**src/rtl/core/noise_gate_top_defines.svh**
```systemverilog
// Assertion macros shared by the noise gate RTL.
// Every macro expects clk and arst_n in the scope where it is used.
`ifndef NOISE_GATE_TOP_DEFINES_SVH
`define NOISE_GATE_TOP_DEFINES_SVH

// Property that must hold at every clock edge outside reset.
`define NG_ASSERT_ALWAYS(label, expr, msg) \
	label: assert property (@(posedge clk) disable iff (!arst_n) (expr)) else $error(msg);

// Antecedent in one cycle implies the consequent in the next cycle.
`define NG_ASSERT_NEXT(label, ante, cons, msg) \
	label: assert property (@(posedge clk) disable iff (!arst_n) (ante) |=> (cons)) \
		else $error(msg);

`endif

```
**src/rtl/core/ng_pkg.sv**
```systemverilog
// Noise gate package: widths, register indexes, reset values, control structs.
// No dependencies; every other noise gate file but the assertion macro header imports it.
package ng_pkg;

	localparam int SAMPLE_BITS = 16;
	localparam int FRAC_BITS   = 16;
	localparam int COEF_W      = 17;
	localparam int GAIN_W      = 17;
	localparam int THR_W       = 16;
	localparam int CFG_IDX_W   = 8;
	localparam int CFG_DATA_W  = 17;

	// Compare width for envelope against threshold
	localparam int CMP_W = (SAMPLE_BITS > THR_W) ? SAMPLE_BITS : THR_W;

	// Shared multiplier: signed A operand, signed B operand (17-bit unsigned + sign)
	localparam int MULA_W = (SAMPLE_BITS + 1 > COEF_W + 1) ? SAMPLE_BITS + 1 : COEF_W + 1;
	localparam int MULB_W = GAIN_W + 1;
	localparam int PROD_W = MULA_W + MULB_W;

	localparam logic [GAIN_W-1:0] GAIN_ONE = GAIN_W'(1 << FRAC_BITS);
	localparam logic [PROD_W-1:0] ROUND_UP = PROD_W'((1 << FRAC_BITS) - 1);
	localparam logic [SAMPLE_BITS-1:0] PEAK_MAX = {1'b1, {(SAMPLE_BITS-1){1'b0}}};

	// Register indexes
	localparam logic [CFG_IDX_W-1:0] CFG_OPEN_THRESHOLD = CFG_IDX_W'(0);
	localparam logic [CFG_IDX_W-1:0] CFG_ATTACK_STEP    = CFG_IDX_W'(1);
	localparam logic [CFG_IDX_W-1:0] CFG_RELEASE_STEP   = CFG_IDX_W'(2);
	localparam logic [CFG_IDX_W-1:0] CFG_ENVELOPE_FALL  = CFG_IDX_W'(3);

	// Register reset values
	localparam logic [THR_W-1:0]  RST_OPEN_THRESHOLD = THR_W'(655);
	localparam logic [COEF_W-1:0] RST_ATTACK_STEP    = COEF_W'(1359);
	localparam logic [COEF_W-1:0] RST_RELEASE_STEP   = COEF_W'(14);
	localparam logic [COEF_W-1:0] RST_ENVELOPE_FALL  = COEF_W'(65509);

	typedef struct packed {
		logic [THR_W-1:0]  open_threshold;
		logic [COEF_W-1:0] attack_step;
		logic [COEF_W-1:0] release_step;
		logic [COEF_W-1:0] envelope_fall;
	} ng_cfg_t;

	// Controller to datapath commands
	typedef struct packed {
		logic ld_in;
		logic env_mul;
		logic gain_mul;
		logic gain_upd;
		logic out_mul;
	} ng_cmd_t;

	// Datapath to controller status
	typedef struct packed {
		logic out_free;
	} ng_sts_t;

	// Coefficients above one act as one
	function automatic logic [COEF_W-1:0] clamp_coef(input logic [COEF_W-1:0] c);
		return (c > GAIN_ONE) ? GAIN_ONE : c;
	endfunction

endpackage

```
**src/rtl/core/ng_if.sv**
```systemverilog
// Noise gate channel interfaces: sample input, sample output, register write.
// Depends on ng_pkg.
interface ng_in_if import ng_pkg::*; ();
	logic                          valid;
	logic                          ready;
	logic signed [SAMPLE_BITS-1:0] sample_in;

	modport source (output valid, output sample_in, input ready);
	modport sink (input valid, input sample_in, output ready);
endinterface

interface ng_out_if import ng_pkg::*; ();
	logic                          valid;
	logic                          ready;
	logic signed [SAMPLE_BITS-1:0] sample_out;

	modport source (output valid, output sample_out, input ready);
	modport sink (input valid, input sample_out, output ready);
endinterface

interface ng_cfg_if import ng_pkg::*; ();
	logic                  valid;
	logic                  ready;
	logic [CFG_IDX_W-1:0]  index;
	logic [CFG_DATA_W-1:0] data;

	modport source (output valid, output index, output data, input ready);
	modport sink (input valid, input index, input data, output ready);
endinterface

```
**src/rtl/core/ng_cfg.sv**
```systemverilog
// Noise gate configuration register file, written over the config channel.
// Depends on ng_pkg and ng_if.
module ng_cfg import ng_pkg::*; (
	input  logic        clk,
	input  logic        arst_n,
	ng_cfg_if.sink      cfg_ch,
	output ng_cfg_t     cfg
);

	ng_cfg_t cfg_q;

	assign cfg_ch.ready = 1'b1;
	assign cfg = cfg_q;

	// Register write on each config transfer; unknown indexes are dropped
	always_ff @(posedge clk or negedge arst_n) begin
		if (!arst_n) begin
			cfg_q.open_threshold <= RST_OPEN_THRESHOLD;
			cfg_q.attack_step    <= RST_ATTACK_STEP;
			cfg_q.release_step   <= RST_RELEASE_STEP;
			cfg_q.envelope_fall  <= RST_ENVELOPE_FALL;
		end else if (cfg_ch.valid && cfg_ch.ready) begin
			unique case (cfg_ch.index)
				CFG_OPEN_THRESHOLD: cfg_q.open_threshold <= cfg_ch.data[THR_W-1:0];
				CFG_ATTACK_STEP:    cfg_q.attack_step    <= cfg_ch.data[COEF_W-1:0];
				CFG_RELEASE_STEP:   cfg_q.release_step   <= cfg_ch.data[COEF_W-1:0];
				CFG_ENVELOPE_FALL:  cfg_q.envelope_fall  <= cfg_ch.data[COEF_W-1:0];
				default: ;
			endcase
		end
	end

endmodule

```
**src/rtl/core/ng_ctrl.sv**
```systemverilog
// Noise gate sequencer: steps each sample through the envelope, gain step, gain update and output passes.
// Depends on ng_pkg.
module ng_ctrl import ng_pkg::*; (
	input  logic    clk,
	input  logic    arst_n,
	input  logic    in_valid,
	output logic    in_ready,
	input  ng_sts_t sts,
	output ng_cmd_t cmd
);

	typedef enum logic [4:0] {
		S_IDLE = 5'b00001,
		S_ENV  = 5'b00010,
		S_GAIN = 5'b00100,
		S_UPD  = 5'b01000,
		S_OUT  = 5'b10000
	} ng_state_t;

	ng_state_t state_q;
	ng_state_t state_nxt;

	// Next state and commands
	always_comb begin
		state_nxt    = state_q;
		in_ready     = 1'b0;
		cmd          = '0;
		unique case (state_q)
			S_IDLE: begin
				in_ready = 1'b1;
				if (in_valid) state_nxt = S_ENV;
			end
			S_ENV: begin
				cmd.env_mul = 1'b1;
				state_nxt   = S_GAIN;
			end
			S_GAIN: begin
				cmd.gain_mul = 1'b1;
				state_nxt    = S_UPD;
			end
			S_UPD: begin
				cmd.gain_upd = 1'b1;
				state_nxt    = S_OUT;
			end
			S_OUT: begin
				// result goes out once the output register is free; next sample may enter
				if (sts.out_free) begin
					cmd.out_mul = 1'b1;
					in_ready    = 1'b1;
					state_nxt   = in_valid ? S_ENV : S_IDLE;
				end
			end
			default: state_nxt = S_IDLE;
		endcase
		cmd.ld_in = in_valid && in_ready;
	end

	always_ff @(posedge clk or negedge arst_n) begin
		if (!arst_n) begin
			state_q <= S_IDLE;
		end else begin
			state_q <= state_nxt;
		end
	end

endmodule

```
**src/rtl/core/ng_dp.sv**
```systemverilog
// Noise gate datapath: envelope, gain smoothing and output scaling on one multiplier.
// Depends on ng_pkg and noise_gate_top_defines.svh.
`include "noise_gate_top_defines.svh"

module ng_dp import ng_pkg::*; (
	input  logic                          clk,
	input  logic                          arst_n,
	input  ng_cmd_t                       cmd,
	input  ng_cfg_t                       cfg,
	input  logic signed [SAMPLE_BITS-1:0] sample_in,
	output logic                          out_valid,
	input  logic                          out_ready,
	output logic signed [SAMPLE_BITS-1:0] sample_out,
	output ng_sts_t                       sts
);

	logic signed [SAMPLE_BITS-1:0] x_q;
	logic [SAMPLE_BITS-1:0]        mag_q;
	logic                          jump_q;
	logic signed [PROD_W-1:0]      prod_q;
	logic [SAMPLE_BITS-1:0]        peak_q;
	logic                          open_q;
	logic [GAIN_W-1:0]             gain_q;
	logic                          out_valid_q;
	logic signed [SAMPLE_BITS-1:0] out_data_q;

	logic [SAMPLE_BITS-1:0]   mag;
	logic [SAMPLE_BITS-1:0]   peak_new;
	logic                     open_now;
	logic [GAIN_W-1:0]        gain_d;
	logic [COEF_W-1:0]        att_c;
	logic [COEF_W-1:0]        rel_c;
	logic [COEF_W-1:0]        fall_c;
	logic signed [MULA_W-1:0] mul_a;
	logic signed [MULB_W-1:0] mul_b;
	logic signed [PROD_W-1:0] mul_p;
	logic [PROD_W-1:0]        dn_sum;
	logic [GAIN_W-1:0]        step_up;
	logic [GAIN_W-1:0]        step_dn;

	assign att_c  = clamp_coef(cfg.attack_step);
	assign rel_c  = clamp_coef(cfg.release_step);
	assign fall_c = clamp_coef(cfg.envelope_fall);

	// Magnitude; the most negative sample maps to 2^(N-1), still in range
	assign mag = x_q[SAMPLE_BITS-1] ? (~x_q + SAMPLE_BITS'(1)) : x_q;

	// Envelope after this sample, and gate decision
	assign peak_new = jump_q ? mag_q : prod_q[FRAC_BITS +: SAMPLE_BITS];
	assign open_now = CMP_W'(peak_new) > CMP_W'(cfg.open_threshold);
	assign gain_d   = GAIN_ONE - gain_q;

	// Shared multiplier operand select
	always_comb begin
		mul_a = '0;
		mul_b = '0;
		priority if (cmd.env_mul) begin
			mul_a = $signed(MULA_W'(peak_q));
			mul_b = $signed(MULB_W'(fall_c));
		end else if (cmd.gain_mul) begin
			mul_a = $signed(MULA_W'(open_now ? att_c : rel_c));
			mul_b = $signed(MULB_W'(open_now ? gain_d : gain_q));
		end else if (cmd.out_mul) begin
			mul_a = MULA_W'(x_q);
			mul_b = $signed(MULB_W'(gain_q));
		end
	end

	assign mul_p = mul_a * mul_b;

	// Gain steps: floor when rising, ceiling magnitude when falling
	assign step_up = prod_q[FRAC_BITS +: GAIN_W];
	assign dn_sum  = prod_q + ROUND_UP;
	assign step_dn = dn_sum[FRAC_BITS +: GAIN_W];

	// Payload registers
	always_ff @(posedge clk) begin
		if (cmd.ld_in) x_q <= sample_in;
		if (cmd.env_mul) begin
			mag_q  <= mag;
			jump_q <= mag > peak_q;
		end
		if (cmd.env_mul || cmd.gain_mul) prod_q <= mul_p;
		if (cmd.gain_mul) open_q <= open_now;
		if (cmd.out_mul) out_data_q <= mul_p[FRAC_BITS +: SAMPLE_BITS];
	end

	// Envelope and gain state
	always_ff @(posedge clk or negedge arst_n) begin
		if (!arst_n) begin
			peak_q <= '0;
			gain_q <= '0;
		end else begin
			if (cmd.gain_mul) peak_q <= peak_new;
			if (cmd.gain_upd) gain_q <= open_q ? (gain_q + step_up) : (gain_q - step_dn);
		end
	end

	// Output register
	always_ff @(posedge clk or negedge arst_n) begin
		if (!arst_n) begin
			out_valid_q <= 1'b0;
		end else if (cmd.out_mul) begin
			out_valid_q <= 1'b1;
		end else if (out_ready) begin
			out_valid_q <= 1'b0;
		end
	end

	assign out_valid    = out_valid_q;
	assign sample_out   = out_data_q;
	assign sts.out_free = !out_valid_q || out_ready;

	`NG_ASSERT_ALWAYS(a_gain_range, gain_q <= GAIN_ONE, "gate gain above unity")
	`NG_ASSERT_ALWAYS(a_peak_range, peak_q <= PEAK_MAX, "envelope above full scale")
	`NG_ASSERT_NEXT(a_out_load, cmd.out_mul, out_valid_q, "result not presented after load")
	`NG_ASSERT_NEXT(a_gain_fall, cmd.gain_upd && !open_q, gain_q <= $past(gain_q), "gain rose while closing")

endmodule

```
**src/rtl/core/noise_gate_top.sv**
```systemverilog
// Noise gate top level: peak envelope follower with attack/release gain smoothing.
// Each sample goes through the envelope, gain step, gain update and output states:
// one pass each through the shared 18x18 multiplier (envelope decay, gain step, output
// scaling) plus a gain update. A new sample enters when idle or as the result is loaded.
// Reset: envelope and gain cleared (gate closed), registers back to their default values.
// Depends on ng_pkg, ng_if, ng_cfg, ng_ctrl and ng_dp.
module noise_gate_top import ng_pkg::*; (
	input  logic     clk,
	input  logic     arst_n,
	ng_in_if.sink    in_ch,
	ng_out_if.source out_ch,
	ng_cfg_if.sink   cfg_ch
);

	ng_cfg_t cfg;
	ng_cmd_t cmd;
	ng_sts_t sts;
	logic    in_ready;

	assign in_ch.ready = in_ready;

	ng_cfg u_cfg (
		.clk    (clk),
		.arst_n (arst_n),
		.cfg_ch (cfg_ch),
		.cfg    (cfg)
	);

	ng_ctrl u_ctrl (
		.clk      (clk),
		.arst_n   (arst_n),
		.in_valid (in_ch.valid),
		.in_ready (in_ready),
		.sts      (sts),
		.cmd      (cmd)
	);

	ng_dp u_dp (
		.clk        (clk),
		.arst_n     (arst_n),
		.cmd        (cmd),
		.cfg        (cfg),
		.sample_in  (in_ch.sample_in),
		.out_valid  (out_ch.valid),
		.out_ready  (out_ch.ready),
		.sample_out (out_ch.sample_out),
		.sts        (sts)
	);

endmodule
```
**src/flat_wrapper.sv**
```systemverilog
// flat-port wrapper written by rule: the top's interface ports become plain ports
module noise_gate_top_flat import ng_pkg::*;
  (clk, arst_n, in_ch_valid, in_ch_sample_in, in_ch_ready, out_ch_valid, out_ch_sample_out, out_ch_ready, cfg_ch_valid, cfg_ch_index, cfg_ch_data, cfg_ch_ready);
  ng_in_if in_ch_i ();
  ng_out_if out_ch_i ();
  ng_cfg_if cfg_ch_i ();
  input  logic clk;
  input  logic arst_n;
  input wire logic [$bits(in_ch_i.valid)-1:0] in_ch_valid;
  input wire logic [$bits(in_ch_i.sample_in)-1:0] in_ch_sample_in;
  output wire logic [$bits(in_ch_i.ready)-1:0] in_ch_ready;
  output wire logic [$bits(out_ch_i.valid)-1:0] out_ch_valid;
  output wire logic [$bits(out_ch_i.sample_out)-1:0] out_ch_sample_out;
  input wire logic [$bits(out_ch_i.ready)-1:0] out_ch_ready;
  input wire logic [$bits(cfg_ch_i.valid)-1:0] cfg_ch_valid;
  input wire logic [$bits(cfg_ch_i.index)-1:0] cfg_ch_index;
  input wire logic [$bits(cfg_ch_i.data)-1:0] cfg_ch_data;
  output wire logic [$bits(cfg_ch_i.ready)-1:0] cfg_ch_ready;
  assign in_ch_i.valid = in_ch_valid;
  assign in_ch_i.sample_in = in_ch_sample_in;
  assign in_ch_ready = in_ch_i.ready;
  assign out_ch_valid = out_ch_i.valid;
  assign out_ch_sample_out = out_ch_i.sample_out;
  assign out_ch_i.ready = out_ch_ready;
  assign cfg_ch_i.valid = cfg_ch_valid;
  assign cfg_ch_i.index = cfg_ch_index;
  assign cfg_ch_i.data = cfg_ch_data;
  assign cfg_ch_ready = cfg_ch_i.ready;
  noise_gate_top u_core (.clk(clk), .arst_n(arst_n), .in_ch(in_ch_i), .out_ch(out_ch_i), .cfg_ch(cfg_ch_i));
endmodule
```
**config.mk**
```make
export PLATFORM = sky130hd
export DESIGN_NAME = noise_gate_top_flat
export DESIGN_NICKNAME = d
export VERILOG_FILES = /design/src/rtl/core/ng_pkg.sv /design/src/rtl/core/ng_if.sv /design/src/rtl/core/ng_cfg.sv /design/src/rtl/core/ng_ctrl.sv /design/src/rtl/core/ng_dp.sv /design/src/rtl/core/noise_gate_top.sv /design/src/flat_wrapper.sv
export VERILOG_INCLUDE_DIRS = /design/src /design/src/rtl/core
export SDC_FILE = /design/constraint.sdc
export NUM_CORES = 1
export LEC_CHECK = 0
export BUFFER_PORTS_ARGS = -buffer_cell sky130_fd_sc_hd__buf_2
export CAP_MARGIN = 30
export CORE_MARGIN = 5
export CORE_UTILIZATION = 63
export CTS_BUF_LIST = sky130_fd_sc_hd__clkbuf_2 sky130_fd_sc_hd__clkbuf_4 sky130_fd_sc_hd__clkbuf_8
export CTS_CLUSTER_DIAMETER = 60
export DETAILED_ROUTE_END_ITERATION = 10
export PLACE_DENSITY = 0.93
export SETUP_SLACK_MARGIN = 0.1
export SYNTH_ARGS = -nofsm -noshare
export SYNTH_HDL_FRONTEND = slang
export SYNTH_SLANG_ARGS = --single-unit
```
**constraint.sdc**
```tcl
create_clock -name clk -period 16.4 [get_ports clk]
set_input_delay 1.64 -clock clk [delete_from_list [all_inputs] [get_ports clk]]
set_output_delay 1.64 -clock clk [all_outputs]
set_load 0.005 [all_outputs]
```
==> results.sh <==
export IMPL_numCtsBuffers=17
export IMPL_ir_drop_uv=66.7
export IMPL_clock_skew_ps=24.2
export IMPL_yosys_area_share_simple_pct=13.6
export IMPL_area_growth_pct=5.97
export IMPL_setup_viol=0
export IMPL_synthTopCellsByArea="fa_1 (28%), edfxtp_1 (12%), dfrtp_1 (9.1%)"
export IMPL_ctsHoldBuffers=0
export IMPL_async_reset_ff_share_pct=56.1
export IMPL_synth_cell_types=77
export IMPL_tightestPinTransition_ps=1150
export IMPL_critical_path_class="reg2reg"
export IMPL_hold_viol=0
export IMPL_end_kind="register"
export IMPL_maxCapViolCount=0
export IMPL_fin_setup_tns_ps=0
export IMPL_hold_class="reg2reg"
export IMPL_cts_buffer_depth=2
export IMPL_p_seq_share_pct=41.7
export IMPL_slowest_stage="nor3_1"
export IMPL_layout_common_cells="inv_1 (421), fa_1 (292), nor2_1 (227), nand2_1 (185), ha_1 (134)"
export IMPL_postCtsSetupBuffers=0
export IMPL_path_max_fanout=20
export IMPL_synth_compound_area_share_pct=9.47
export IMPL_cts_resized=0
export IMPL_period_share_pct=66.8
export IMPL_switching_share_pct=43.0
export IMPL_synth_xor_area_share_pct=3.59
export IMPL_wl_per_cell_um=22.0
export IMPL_relSlewSlack_pct=22.9
export IMPL_synth_area_leader_cell="fa_1"
export IMPL_num_vias=16600
export IMPL_grt_pass1_vias=17500
export IMPL_die_area_mm2=0.0371
export IMPL_row_count=66
export IMPL_rsz0062_at_grt="no"
export IMPL_crit_top_cell="fa_1"
export IMPL_p_per_area_mw_per_mm2=72.0
export IMPL_synth_net_count=2656
export IMPL_drtIter0Drc=1754
export IMPL_synth_seq_cells=189
export IMPL_grt_usage_pct=33.1
export IMPL_fp_dieH_um=193
export IMPL_synth_seq_area_share_pct=24.7
export IMPL_cp_start_kind="register"
export IMPL_drv_slew=0
export IMPL_outcome="finished clean"
export IMPL_final_seq_area_mm2=0.00518
export IMPL_muxShareOfSynthArea_pct=3.92
export IMPL_synth_top_area_share_pct=27.9
export IMPL_core_area_mm2=0.0327
export IMPL_netlist_area_mm2=0.0210
export IMPL_arrival_ps=11210
export IMPL_p_switching_mw=0.688
export IMPL_hpwl_um=46800
export IMPL_power_mw=1.60
export IMPL_yosysWarnings=0
export IMPL_ant_nets=0
export IMPL_synth_edff_count=83
export IMPL_slowest_delay_ps=910
export IMPL_p_leak_nw=10.8
export IMPL_port_buffers=63
export IMPL_globalRouteOverflowTotal=0
export IMPL_cts_clk_slew_worst_paths_ps=120
export IMPL_cts_tree="done"
export IMPL_synth_fa_ha_area_share_pct=35.8
export IMPL_grt_max_degree=64
export IMPL_insertion_delay_ps=500
export IMPL_n_fill_cell=2379
export IMPL_grt_pass1_wl_um=93900
export IMPL_die_x_um=193
export IMPL_wl_um=58900
export IMPL_multi_input_area_mm2=0.0140
export IMPL_synth_top_family_by_area="adder cells"
export IMPL_route_detailed_drc=0
export IMPL_fin_crit_ps=10950
export IMPL_dr_pass1_iters=7
export IMPL_start_util_pct=64.2
export IMPL_layout_drive_gt1_share_pct=11.7
export IMPL_p_comb_share_pct=38.3
export IMPL_cp_data_required_time_ps=16660
export IMPL_avgSynthCellArea_um2=9.61
export IMPL_power_frac_clock_pct=20.0
export IMPL_final_nets=2698
export IMPL_cts_sinks=189
export IMPL_antenna_found_initial=1
export IMPL_final_common_cell="inv_1"
export IMPL_vias_per_cell=6.18
export IMPL_intPower_mw=0.913
export IMPL_timing_fmax_mhz=91.3
export IMPL_num_io_pins=65
export IMPL_gp_congestion=1.04
export IMPL_root_buffer="clkbuf_8"
export IMPL_synth_cells=2184
export IMPL_htree_levels=4
export IMPL_synth_main_ff_cell="edfxtp_1"
cells in the mapped netlist (30+ instances only):
cell and count:
a21oi_1 70, clkbuf_1 55, dfrtp_1 76, dfstp_2 30
edfxtp_1 83, fa_1 292, ha_1 134, inv_1 421
mux2_2 65, nand2_1 186, nand2b_1 42, nor2_1 227
o21ai_0 73, xnor2_1 62
layer usage:
layer	global-route usage (%)	vias to the layer above	wire [µm]
met3	9.61	244	7190
met4	15.4	0	3370
met5	0	-	0
li1	-	7100	-
met2	52.9	968	27200
met1	42.0	8264	21200
worst max-delay path, delay by kind of cell, from the launching register on:
family                   cells  cell delay (ps)
AO/OA/AOI/OAI               11             3530
XOR/XNOR                     1              100
adder cells (fa/ha/maj)      8             3720
buffers and inverters        5              260
flip-flops                   1              870
multiplexers                 1              430
AND/OR/NAND/NOR              4             1770
flip-flops by register name, summed over array words and instances (netlist names):
name,count
u_core.u_dp.mag_q,16
u_core.u_dp.jump_q,1
u_core.u_dp.sample_out,16
u_core.u_dp.out_valid,1
u_core.u_cfg.cfg,67
u_core.u_ctrl.state_q,5
u_core.u_dp.peak_q,16
u_core.u_dp.x_q,16
u_core.u_dp.prod_q,33
u_core.u_dp.gain_q,17
u_core.u_dp.open_q,1
cells by family after synthesis:
kind of cell / Yosys count
AND/OR/NAND/NOR: 619
buffers and inverters: 492
adder cells (fa/ha/maj): 426
AO/OA/AOI/OAI: 297
flip-flops: 189
XOR/XNOR: 86
multiplexers: 74
other: 1
final cells by class:
class	instances	share of cell area, %
antenna	1	0.0113
clock buffer	18	1.11
clock inverter	14	0.731
inverter	423	7.14
multi-input combinational	1503	62.8
sequential	189	23.3
tap	442	2.49
timing repair buffer	92	2.40
power by group through the flow:
stage / Clock (mW) / Sequential (mW) / Combinational, mW
2_1_floorplan: 0 / 0.630 / 0.416
3_3_place_gp: 0 / 0.669 / 0.568
3_5_place_dp: 0 / 0.672 / 0.594
4_1_cts: 0.321 / 0.662 / 0.598
5_1_grt: 0.344 / 0.672 / 0.662
6_report: 0.320 / 0.668 / 0.614
path summary, 6_finish.rpt:
check,startpoint,end,slack (ps),cells past startpoint
worst max-delay path,u_core.u_dp.jump_q,u_core.u_dp.prod_q[31],5450,30
worst min-delay path,u_core.u_dp.gain_q[16],u_core.u_dp.gain_q[16],520,1
worst max register to register,u_core.u_dp.jump_q,u_core.u_dp.prod_q[31],5450,30
worst min register to register,u_core.u_dp.gain_q[16],u_core.u_dp.gain_q[16],520,1
max in group asynchronous,arst_n,u_core.u_dp.gain_q[2],14020,2
min in group asynchronous,arst_n,u_core.u_cfg.cfg[49],1120,1
stage by stage:
step,setup WS [ps],area [µm²],instances,hold WS [ps],util (%)
floorplan,7430,21000,2184,461,-
global placement,6100,21800,2648,499,66.7
detailed placement,5710,21800,2649,493,66.8
CTS,5710,22200,2681,513,68.0
global route,4940,22200,2681,535,68.0
finish,5450,22200,2682,516,68.0
Power figures use the tool's default switching activity.
